`src/design/kperm_pkg.sv`:
```
// shared types and constants of the k-permutation enumerator
`default_nettype none

package kperm_pkg;

	// default sizes
	localparam int DEF_MAX_VALUES = 16;
	localparam int DEF_MAX_LENGTH = 16;

	// configuration port
	localparam int CFG_INDEX_W = 2;
	localparam int CFG_DATA_W  = 5;

	// register indexes
	localparam logic [CFG_INDEX_W-1:0] REG_VALUE_COUNT     = 2'd0;
	localparam logic [CFG_INDEX_W-1:0] REG_SEQUENCE_LENGTH = 2'd1;

	// fixed payload widths
	localparam int POS_W = 4;
	localparam int VAL_W = 4;

	// sequencer states
	typedef enum logic [3:0] {
		ST_IDLE,
		ST_INIT,
		ST_BACK,
		ST_FIND,
		ST_FILL,
		ST_ERD,
		ST_ELD,
		ST_EMPTY,
		ST_END
	} kperm_state_t;

endpackage

`default_nettype wire

```
`src/design/kperm_ram.sv`:
```
// generic single-write, single-read ram with registered read data
`default_nettype none

module kperm_ram #(
	parameter int WIDTH = 4,
	parameter int DEPTH = 16,
	localparam int AW = (DEPTH > 1) ? $clog2(DEPTH) : 1
) (
	input  wire logic             clk,
	input  wire logic             wr_en,
	input  wire logic [AW-1:0]    wr_addr,
	input  wire logic [WIDTH-1:0] wr_data,
	input  wire logic             rd_en,
	input  wire logic [AW-1:0]    rd_addr,
	output logic      [WIDTH-1:0] rd_data
);

	logic [WIDTH-1:0] mem_q [DEPTH];
	logic [WIDTH-1:0] rd_data_q;

	// write port
	always_ff @(posedge clk) begin
		if (wr_en) begin
			mem_q[wr_addr] <= wr_data;
		end
	end

	// registered read port, holds when not enabled
	always_ff @(posedge clk) begin
		if (rd_en) begin
			rd_data_q <= mem_q[rd_addr];
		end
	end

	assign rd_data = rd_data_q;

endmodule

`default_nettype wire

```
`src/design/k_permutation_enumerator_core.sv`:
```
// Lexicographic k-permutation enumerator, one sequence per request.
//
// Configure value_count (n) and sequence_length (r) through the write port
// while idle; any write to a known register restarts the enumeration.
// Each accepted input word with next_request set yields either the next
// sequence, as r output words (position 0..r-1, last_of_run on the final
// one), a single empty-sequence word when r is 0 at the start, or a single
// word with found low when the enumeration has ended or the sizes are
// invalid; it then starts over. A word with next_request low is absorbed.
// Flow: a first request seeds positions 0..r-1 into the sequence ram, then
// streams the sequence out; later requests step back one position at a
// time (sequence ram read, then the find-free unit), refill the later
// positions, then stream out. Invalid sizes go straight to the end state.
// Work is serial: one sequence ram read port and a single find-free unit.
// in_ready is high only while the sequencer is idle. The output register
// holds a word until out_ready; a stalled receiver stops the sequencer.
// Reset clears the registers, the enumeration state and the output valid.
`default_nettype none

module k_permutation_enumerator_core
	import kperm_pkg::*;
#(
	parameter int MAX_VALUES = DEF_MAX_VALUES,
	parameter int MAX_LENGTH = DEF_MAX_LENGTH
) (
	input  wire logic                   clk,
	input  wire logic                   arst_n,
	// configuration
	input  wire logic                   cfg_write,
	input  wire logic [CFG_INDEX_W-1:0] cfg_index,
	input  wire logic [CFG_DATA_W-1:0]  cfg_data,
	// request channel
	input  wire logic                   in_valid,
	output logic                        in_ready,
	input  wire logic                   next_request,
	// result channel
	output logic                        out_valid,
	input  wire logic                   out_ready,
	output logic                        found,
	output logic      [POS_W-1:0]       position,
	output logic      [VAL_W-1:0]       element_value,
	output logic                        empty_sequence,
	output logic                        last_of_run
);

	localparam int VW  = (MAX_VALUES > 1) ? $clog2(MAX_VALUES) : 1;
	localparam int NCW = $clog2(MAX_VALUES + 1);
	localparam int LW  = (MAX_LENGTH > 1) ? $clog2(MAX_LENGTH) : 1;
	localparam int LCW = $clog2(MAX_LENGTH + 1);
	localparam int MW  = MAX_VALUES;

	kperm_state_t state_q, state_d;

	logic [CFG_DATA_W-1:0] value_count_q, sequence_length_q;
	logic                  running_q, running_d;
	logic [MW-1:0]         mask_q, mask_d, mask_clr;
	logic [LCW-1:0]        idx_q, idx_d, idx_inc, r_len;
	logic [NCW-1:0]        n_eff;
	logic                  bad_size, cfg_hit;

	// sequence ram port signals
	logic          ram_we, ram_re;
	logic [LW-1:0] ram_wa, ram_ra;
	logic [VW-1:0] ram_wd, ram_rd;

	// find-free unit
	logic [MW-1:0]  ff_mask;
	logic [NCW-1:0] ff_from;
	logic           ff_found;
	logic [VW-1:0]  ff_val;

	// output register
	logic             out_valid_q, out_valid_d, out_free, load;
	logic             ld_found, ld_empty, ld_last;
	logic [POS_W-1:0] ld_pos;
	logic [VAL_W-1:0] ld_val;
	logic             found_q, empty_q, last_q;
	logic [POS_W-1:0] pos_q;
	logic [VAL_W-1:0] val_q;

	// effective sizes
	assign n_eff    = (32'(value_count_q) > 32'(MAX_VALUES)) ? NCW'(MAX_VALUES)
		: NCW'(value_count_q);
	assign bad_size = (32'(sequence_length_q) > 32'(MAX_LENGTH))
		|| (32'(sequence_length_q) > 32'(n_eff));
	assign r_len    = LCW'(sequence_length_q);
	assign cfg_hit  = cfg_write
		&& ((cfg_index == REG_VALUE_COUNT) || (cfg_index == REG_SEQUENCE_LENGTH));
	assign idx_inc  = idx_q + LCW'(1);
	assign out_free = !out_valid_q || out_ready;
	assign in_ready = (state_q == ST_IDLE);

	// configuration registers
	always_ff @(posedge clk or negedge arst_n) begin
		if (!arst_n) begin
			value_count_q     <= '0;
			sequence_length_q <= '0;
		end else if (cfg_write) begin
			if (cfg_index == REG_VALUE_COUNT) begin
				value_count_q <= cfg_data;
			end
			if (cfg_index == REG_SEQUENCE_LENGTH) begin
				sequence_length_q <= cfg_data;
			end
		end
	end

	// sequence store, one entry per position
	kperm_ram #(
		.WIDTH (VW),
		.DEPTH (MAX_LENGTH)
	) u_seq_ram (
		.clk     (clk),
		.wr_en   (ram_we),
		.wr_addr (ram_wa),
		.wr_data (ram_wd),
		.rd_en   (ram_re),
		.rd_addr (ram_ra),
		.rd_data (ram_rd)
	);

	// find-free unit: smallest unused value v with from <= v < n
	always_comb begin
		ff_found = 1'b0;
		ff_val   = '0;
		for (int v = MAX_VALUES - 1; v >= 0; v--) begin
			if (!ff_mask[v] && (NCW'(v) >= ff_from) && (NCW'(v) < n_eff)) begin
				ff_found = 1'b1;
				ff_val   = VW'(v);
			end
		end
	end

	// value currently held at the scanned position, released from the mask
	assign mask_clr = mask_q & ~(MW'(1) << ram_rd);

	// sequencer next state and datapath control
	always_comb begin
		state_d   = state_q;
		idx_d     = idx_q;
		mask_d    = mask_q;
		running_d = running_q;
		ram_we    = 1'b0;
		ram_wa    = idx_q[LW-1:0];
		ram_wd    = ff_val;
		ram_re    = 1'b0;
		ram_ra    = idx_q[LW-1:0];
		ff_mask   = mask_q;
		ff_from   = '0;
		load      = 1'b0;
		ld_found  = 1'b0;
		ld_pos    = '0;
		ld_val    = '0;
		ld_empty  = 1'b0;
		ld_last   = 1'b0;

		unique case (state_q)
			ST_IDLE: begin
				if (in_valid && next_request) begin
					if (bad_size) begin
						state_d = ST_END;
					end else if (!running_q) begin
						mask_d = '0;
						idx_d  = '0;
						state_d = (r_len == '0) ? ST_EMPTY : ST_INIT;
					end else if (r_len == '0) begin
						state_d = ST_END;
					end else begin
						idx_d   = r_len - LCW'(1);
						state_d = ST_BACK;
					end
				end
			end
			// seed 0,1,...,r-1
			ST_INIT: begin
				ram_we = 1'b1;
				ram_wd = VW'(idx_q);
				mask_d = mask_q | (MW'(1) << idx_q);
				idx_d  = idx_inc;
				if (idx_inc == r_len) begin
					idx_d     = '0;
					running_d = 1'b1;
					state_d   = ST_ERD;
				end
			end
			// fetch the entry at the scanned position
			ST_BACK: begin
				ram_re  = 1'b1;
				state_d = ST_FIND;
			end
			// try to bump the entry to the next free larger value
			ST_FIND: begin
				ff_mask = mask_clr;
				ff_from = NCW'(ram_rd) + NCW'(1);
				if (ff_found) begin
					ram_we = 1'b1;
					mask_d = mask_clr | (MW'(1) << ff_val);
					idx_d  = idx_inc;
					if (idx_inc == r_len) begin
						idx_d   = '0;
						state_d = ST_ERD;
					end else begin
						state_d = ST_FILL;
					end
				end else begin
					mask_d = mask_clr;
					if (idx_q == '0) begin
						state_d = ST_END;
					end else begin
						idx_d   = idx_q - LCW'(1);
						state_d = ST_BACK;
					end
				end
			end
			// refill the tail with the smallest free values
			ST_FILL: begin
				if (ff_found) begin
					ram_we = 1'b1;
					mask_d = mask_q | (MW'(1) << ff_val);
					idx_d  = idx_inc;
					if (idx_inc == r_len) begin
						idx_d   = '0;
						state_d = ST_ERD;
					end
				end else begin
					state_d = ST_END;
				end
			end
			// prime the read of position 0
			ST_ERD: begin
				ram_re  = 1'b1;
				state_d = ST_ELD;
			end
			// stream one word per cycle while the output register is free, reading ahead
			ST_ELD: begin
				if (out_free) begin
					load     = 1'b1;
					ld_found = 1'b1;
					ld_pos   = POS_W'(idx_q);
					ld_val   = VAL_W'(ram_rd);
					ld_last  = (idx_inc == r_len);
					if (idx_inc == r_len) begin
						idx_d   = '0;
						state_d = ST_IDLE;
					end else begin
						idx_d  = idx_inc;
						ram_re = 1'b1;
						ram_ra = idx_inc[LW-1:0];
					end
				end
			end
			ST_EMPTY: begin
				if (out_free) begin
					load      = 1'b1;
					ld_found  = 1'b1;
					ld_empty  = 1'b1;
					ld_last   = 1'b1;
					running_d = 1'b1;
					state_d   = ST_IDLE;
				end
			end
			ST_END: begin
				if (out_free) begin
					load      = 1'b1;
					ld_last   = 1'b1;
					running_d = 1'b0;
					mask_d    = '0;
					idx_d     = '0;
					state_d   = ST_IDLE;
				end
			end
			default: begin
				state_d = ST_IDLE;
			end
		endcase

		// register write restarts the enumeration
		if (cfg_hit) begin
			running_d = 1'b0;
			mask_d    = '0;
		end
	end

	// sequencer registers
	always_ff @(posedge clk or negedge arst_n) begin
		if (!arst_n) begin
			state_q   <= ST_IDLE;
			idx_q     <= '0;
			mask_q    <= '0;
			running_q <= 1'b0;
		end else begin
			state_q   <= state_d;
			idx_q     <= idx_d;
			mask_q    <= mask_d;
			running_q <= running_d;
		end
	end

	// output valid
	always_comb begin
		out_valid_d = out_valid_q && !out_ready;
		if (load) begin
			out_valid_d = 1'b1;
		end
	end

	always_ff @(posedge clk or negedge arst_n) begin
		if (!arst_n) begin
			out_valid_q <= 1'b0;
		end else begin
			out_valid_q <= out_valid_d;
		end
	end

	// output payload
	always_ff @(posedge clk) begin
		if (load) begin
			found_q <= ld_found;
			pos_q   <= ld_pos;
			val_q   <= ld_val;
			empty_q <= ld_empty;
			last_q  <= ld_last;
		end
	end

	assign out_valid      = out_valid_q;
	assign found          = found_q;
	assign position       = pos_q;
	assign element_value  = val_q;
	assign empty_sequence = empty_q;
	assign last_of_run    = last_q;

endmodule

`default_nettype wire

```
`config.mk`:
```
export PLATFORM = sky130hd
export DESIGN_NAME = k_permutation_enumerator_core
export DESIGN_NICKNAME = d
export VERILOG_FILES = /design/src/design/kperm_pkg.sv /design/src/design/kperm_ram.sv /design/src/design/k_permutation_enumerator_core.sv
export SDC_FILE = /design/constraint.sdc
export NUM_CORES = 1
export LEC_CHECK = 0
export ABC_AREA = 0
export BUFFER_PORTS_ARGS = -buffer_cell sky130_fd_sc_hd__buf_4
export CAP_MARGIN = 20
export CORE_ASPECT_RATIO = 1.4
export CORE_MARGIN = 2
export CORE_UTILIZATION = 30
export DETAILED_ROUTE_END_ITERATION = 6
export GPL_TIMING_DRIVEN = 1
export PLACE_DENSITY = 0.52
export SKIP_CTS_REPAIR_TIMING = 1
export SLEW_MARGIN = 20
export SYNTH_ARGS = -nofsm -noshare
export SYNTH_HDL_FRONTEND = slang
export SYNTH_SLANG_ARGS = --single-unit
```
`constraint.sdc`:
```
create_clock -name clk -period 5.55 [get_ports clk]
set_clock_uncertainty 0.1 [all_clocks]
set_input_delay 1.11 -clock clk [delete_from_list [all_inputs] [get_ports clk]]
set_output_delay 1.11 -clock clk [all_outputs]
set_load 0.03 [all_outputs]
```
# After elaboration in Yosys (flattened, before gate mapping)
# Memory sizes are Yosys's and may differ from the RTL's. A register that Yosys moved wholly into a read port is not among the register bits.
# Index checks and enable logic that the tools add are counted.
# totals
word_cells	250
mem_count	1
ramBits	64
inputBits	13
output_inout_bits	13
register_bits	48
# memory_table
name	words	word_bits	read_ports	rd_clocked_by_memory_dff	write_ports	line_no	text
u_seq_ram.mem_q	16	4	1	1	1	kperm_ram.sv:18	logic [WIDTH-1:0] mem_q [DEPTH];
# op_classes
bitwise	5
n_reduce_logical	75
add_sub_neg	4
n_mux	89
n_eq_ne	26
magnitude_cmp	35
shift	3
# op_table
cell	n
$mux 16	8
$mux 4	31
$pmux 16 s5	1
$mux 5	12
$or 16x16->16	3
$ge 4x5->1 const A	8
$lt 4x5->1 const A	8
$logic_and 1x1->1	35
$pmux 4 s8	1
$shl 1x4->16 const A	2
$mux 1	30
$pmux 5 s6	1
$ge 3x5->1 const A	4
$lt 3x5->1 const A	4
$logic_not 1->1	18
$ne 3x3->1 const B	6
$and 16x16->16	1
$eq 4x3->1 const B	4
$not 16->16	1
$shl 1x5->16 const A	1
$reduce_bool 6->1	2
$ge 1x5->1 const A	2
$ge 2x5->1 const A	2
$gt 5x5->1 const B	2
29 further kinds	50

# Logic depth before layout (Yosys ltp)
# logic_depth
ltp_word	28
mapped_depth	15
depth_no_buf	13

# By module
# Synthesis repeated with hierarchy kept, for this count alone.
# hier_totals
hier_cells	698
hier_area_um2	7193.1
# by_module_without_submodules
mod	seq_area_each_um2	n_inst	area_per_inst_um2	cells_per_inst
k_permutation_enumerator_core	1256.2	1	4486.8	568
kperm_ram	2042.0	1	2706.3	130

# Worst setup path before layout
# No wires, ideal clock.
# synth_timing
path_type	register to register
from	reg idx_q[0]
to	reg u_seq_ram.rd_data_q[1], in the netlist u_seq_ram.rd_data[1], read port of u_seq_ram.mem_q, data pin
n_path_buf	2
setup_time_ps	272
t_arrival_ps	3605
setup_slack_ps	1572
path_stages_with_launch	16
period_less_slack_ps	3978
t_required_ps	5178
cell_sequence	dfrtp_1 > clkbuf_1 > inv_1 > ha_1 > xor2_1 > nor2_1 > and4_1 > inv_1 > ha_1 > nand2_1 > o21ai_1 > buf_2 > mux4_2 > mux2_2 > nand2_1 > o21ai_0
# synth_via
elab_chain_cells	5
word_cells_on_any_way	8
classes_between	1 x add/sub; 1 x eq/ne; 6 x mux
# synth_lines
element	line_no	text
start: declaration	k_permutation_enumerator_core.sv:57	logic [LCW-1:0] idx_q, idx_d, idx_inc, r_len;
start signal: assignment	k_permutation_enumerator_core.sv:293	idx_q <= idx_d;
$add 5x1->5	k_permutation_enumerator_core.sv:89	assign idx_inc = idx_q + LCW'(1);
$eq 5x5->1	k_permutation_enumerator_core.sv:242	if (idx_inc == r_len) begin
$mux 1 or $mux 4 (tied branches)	k_permutation_enumerator_core.sv:242	
$mux 1 or $mux 4 (tied branches)	k_permutation_enumerator_core.sv:236	if (out_free) begin
$pmux 1 s2 or $mux 4 (tied branches)	k_permutation_enumerator_core.sv:157	unique case (state_q)
end: declaration	kperm_ram.sv:19	logic [WIDTH-1:0] rd_data_q;
# Parallel ways exist; a longest one is shown, timed or not.
# A chain may end at the register's enable or synchronous reset.

# Final worst setup path
# layout_timing
from	reg idx_q[2]
to	reg u_seq_ram.rd_data_q[1], in the netlist u_seq_ram.rd_data[1], read port of u_seq_ram.mem_q, data pin
# Same word-level chain as after synthesis.

==> key figures <==
Final layout
  – Area growth syn-to-layout: 15.4%
  – Layout fillers: around 2400
  – Inserted Diodes: 0
  – Area of the multi-input gates: 3640 µm²
  – Share of cells above drive strength 1: 0.154
  – Fin nets: 768
  – Reg area: 3300 µm²
  – Most frequent cells in the layout: edfxtp_1, nand2_1, nor2_1, o21ai_0, buf_4
  – Most common cell after layout, fill and taps aside: edfxtp_1

Clocking
  – # H-tree levels: 4
  – Clock Sinks: 116
  – Num CTS Buffers: 17
  – CTS max path bufs: 2
  – Root Buffer: clkbuf_16
  – Worst skew pair latency: 0.42 ns
  – Clock transition at path regs: 0.06 ns
  – CTS tree: done

Run status
  – Outcome: finished, final reports clean

Logic synthesis
  – Number of synthesized flops with an enable pin: 79
  – Post-synthesis cell type count: 74
  – Yosys warns: 0
  – Syn nets: 744
  – Post-synth top flop: edfxtp_1
  – Sequential share of the synthesized area: 0.460
  – Post-synth design cell area: 7170 µm²
  – Async S/R FF share, synth: 0.319
  – FF+latch count, synth: 116
  – Mapped Cells: 709
  – Mean area per synthesized cell: 10.1 µm²

Job
  – Max-cap viol count: 0

Hold path
  – Hold Crit Class: flop to flop
  – Worst Hold Launch: mask_q[2]

Detailed routing
  – Number of remaining DRC errors: 0
  – Final wirelength: about 23 mm
  – Via Count: 6014
  – Initial DRC count: ~550
  – DR pass1 iterations: 5
  – DR vias/cell: 5.72
  – Wire per inst: 21.6 µm
  – Antenna Nets Post-Route: 0

GRT
  – First-pass GRT wire length: 35.5 mm
  – Tot GR Track Use: 0.184
  – Total gr overflow: 0
  – Number of global-route vias before repair: ~6100
  – Initial antenna violation count: 0
  – Pin count of the biggest net entering global routing: 38

Critical path
  – Worst Setup End Kind: flop
  – RR Startpoint: idx_q[2]
  – CP Launch Point: idx_q[2]
  – Worst Setup Path Type: flop to flop
  – CP max FO: 16
  – Critical Path Source Type: flop
  – WP data arrival: 4.44 ns
  – Critical Path RT: 5.55 ns

Timing
  – Worst slew pin tran: 0.899 ns
  – RSZ-0062 raised after global routing: no
  – Final number of setup-violating endpoints: 0
  – Rel. slew slack: 0.396
  – Final min period: 4.44 ns
  – Hold violation total from the final report: 0
  – Final period util: 0.800
  – Fin Setup TNS: 0 ns
  – Max Freq: 0.225 GHz
  – Pins over their slew limit: 0

Power
  – Maximum VDD drop: ~0.00019 V
  – Pwr Density: 463 nW/µm²
  – Pwr Total: 3.82 mW
  – Pleak: 3.01 nW

Place
  – IO Port Bufs: 25
  – RePlAce Congestion: 0.956
  – Hpwl dp: 17.0 mm

Floorplanning
  – Die width: approximately 130 µm
  – Row count: 66
  – Ports: 26
  – Die area: around 25000 µm²
  – Starting Density: 0.307
  – Die Y: 187 µm
  – Core Footprint: 23400 µm²
-- logic make-up after synthesis --
group / after synthesis / synth area share
DFF: 116 / 0.460
xor gates and xnor gates: 13 / 0.0159
and+or+nand+nor: 254 / 0.172
buffers and inverters: 55 / 0.0346
muxes: 36 / 0.0805
adders and majority gates: 22 / 0.0384
AOI/OAI and AO/OA: 213 / 0.199
-- flip-flops by register name (all words and copies together), names as in the netlist --
register	count
position	4
element_value	4
idx_q	5
state_q	4
r_len	5
mask_q	16
found	1
u_seq_ram.rd_data	4
value_count_q	5
u_seq_ram.mem_q	64
empty_sequence	1
out_valid	1
last_of_run	1
running_q	1
-- critical path, cell delays in order, from the launching register on --
cell	delay, ns
dfrtp_1	0.57
clkinv_1	0.40
ha_1	0.49
xnor2_1	0.15
nor2_1	0.09
and4_1	0.32
inv_1	0.16
ha_1	0.30
nand2_1	0.05
o21ai_2	0.08
buf_4	0.31
mux4_2	0.55
mux2_2	0.28
nand2_1	0.06
o21ai_0	0.18
-- stage by stage --
step / hold WS (ns) / worst slack, ns / util / std cells / instance area, µm²
2_1_floorplan: 0.372 / 1.57 / - / 709 / 7170
3_3_place_gp: 0.431 / 1.09 / 0.330 / 1020 / 7710
3_5_place_dp: 0.426 / 1.13 / 0.330 / 1020 / 7710
4_1_cts: 0.441 / 1.10 / 0.354 / 1052 / 8270
5_1_grt: 0.469 / 0.854 / 0.354 / 1052 / 8270
6_report: 0.438 / 1.11 / 0.354 / 1052 / 8270
-- power by group --
part	total (mW)	switching (mW)	internal, mW
Clock	1.03	0.415	0.618
Combinational	1.58	0.985	0.592
Sequential	1.21	0.133	1.08
Total	3.82	1.53	2.29
-- cell type report --
type,instances,area share
flip-flops and latches,116,0.399
inverters,16,0.00726
clock buffers,18,0.0519
multi-input cells,538,0.440
repair buffers,44,0.0400
clock inverters,14,0.0154
well taps,306,0.0463
-- per-layer routing --
layer  track usage  up-vias  share of wire
met2         0.313      210           0.51
met3        0.0282       74          0.039
li1              -     2756              -
met4         0.113        0          0.054
met5             0        -              0
met1         0.216     2974           0.40
-- worst paths after layout --
check                                       endpoint  slack [ns]  depth (start not counted)
worst max-delay path            u_seq_ram.rd_data[1]        1.11                         14
worst min-delay path                       mask_q[2]        0.44                          1
worst max register to register  u_seq_ram.rd_data[1]        1.11                         14
worst min register to register             mask_q[2]        0.44                          1
max in group asynchronous                  mask_q[5]        4.38                          1
min in group asynchronous                  out_valid        0.58                          1
-- Yosys cell counts, types with 11 or more instances --
master | count | area (µm²)
nand3_1 | 25 | 125
o21ai_0 | 56 | 280
nor2_1 | 69 | 259
mux4_2 | 16 | 360
a21oi_1 | 38 | 190
dfrtp_1 | 37 | 926
nor2b_1 | 14 | 87.6
mux2_2 | 13 | 146
edfxtp_1 | 79 | 2370
inv_1 | 15 | 56.3
and2_1 | 14 | 87.6
clkbuf_1 | 23 | 86.3
ha_1 | 22 | 275
a31oi_1 | 16 | 100
nand2_1 | 71 | 267
nor3_1 | 11 | 55.1
(Power assumes the default switching activity.)
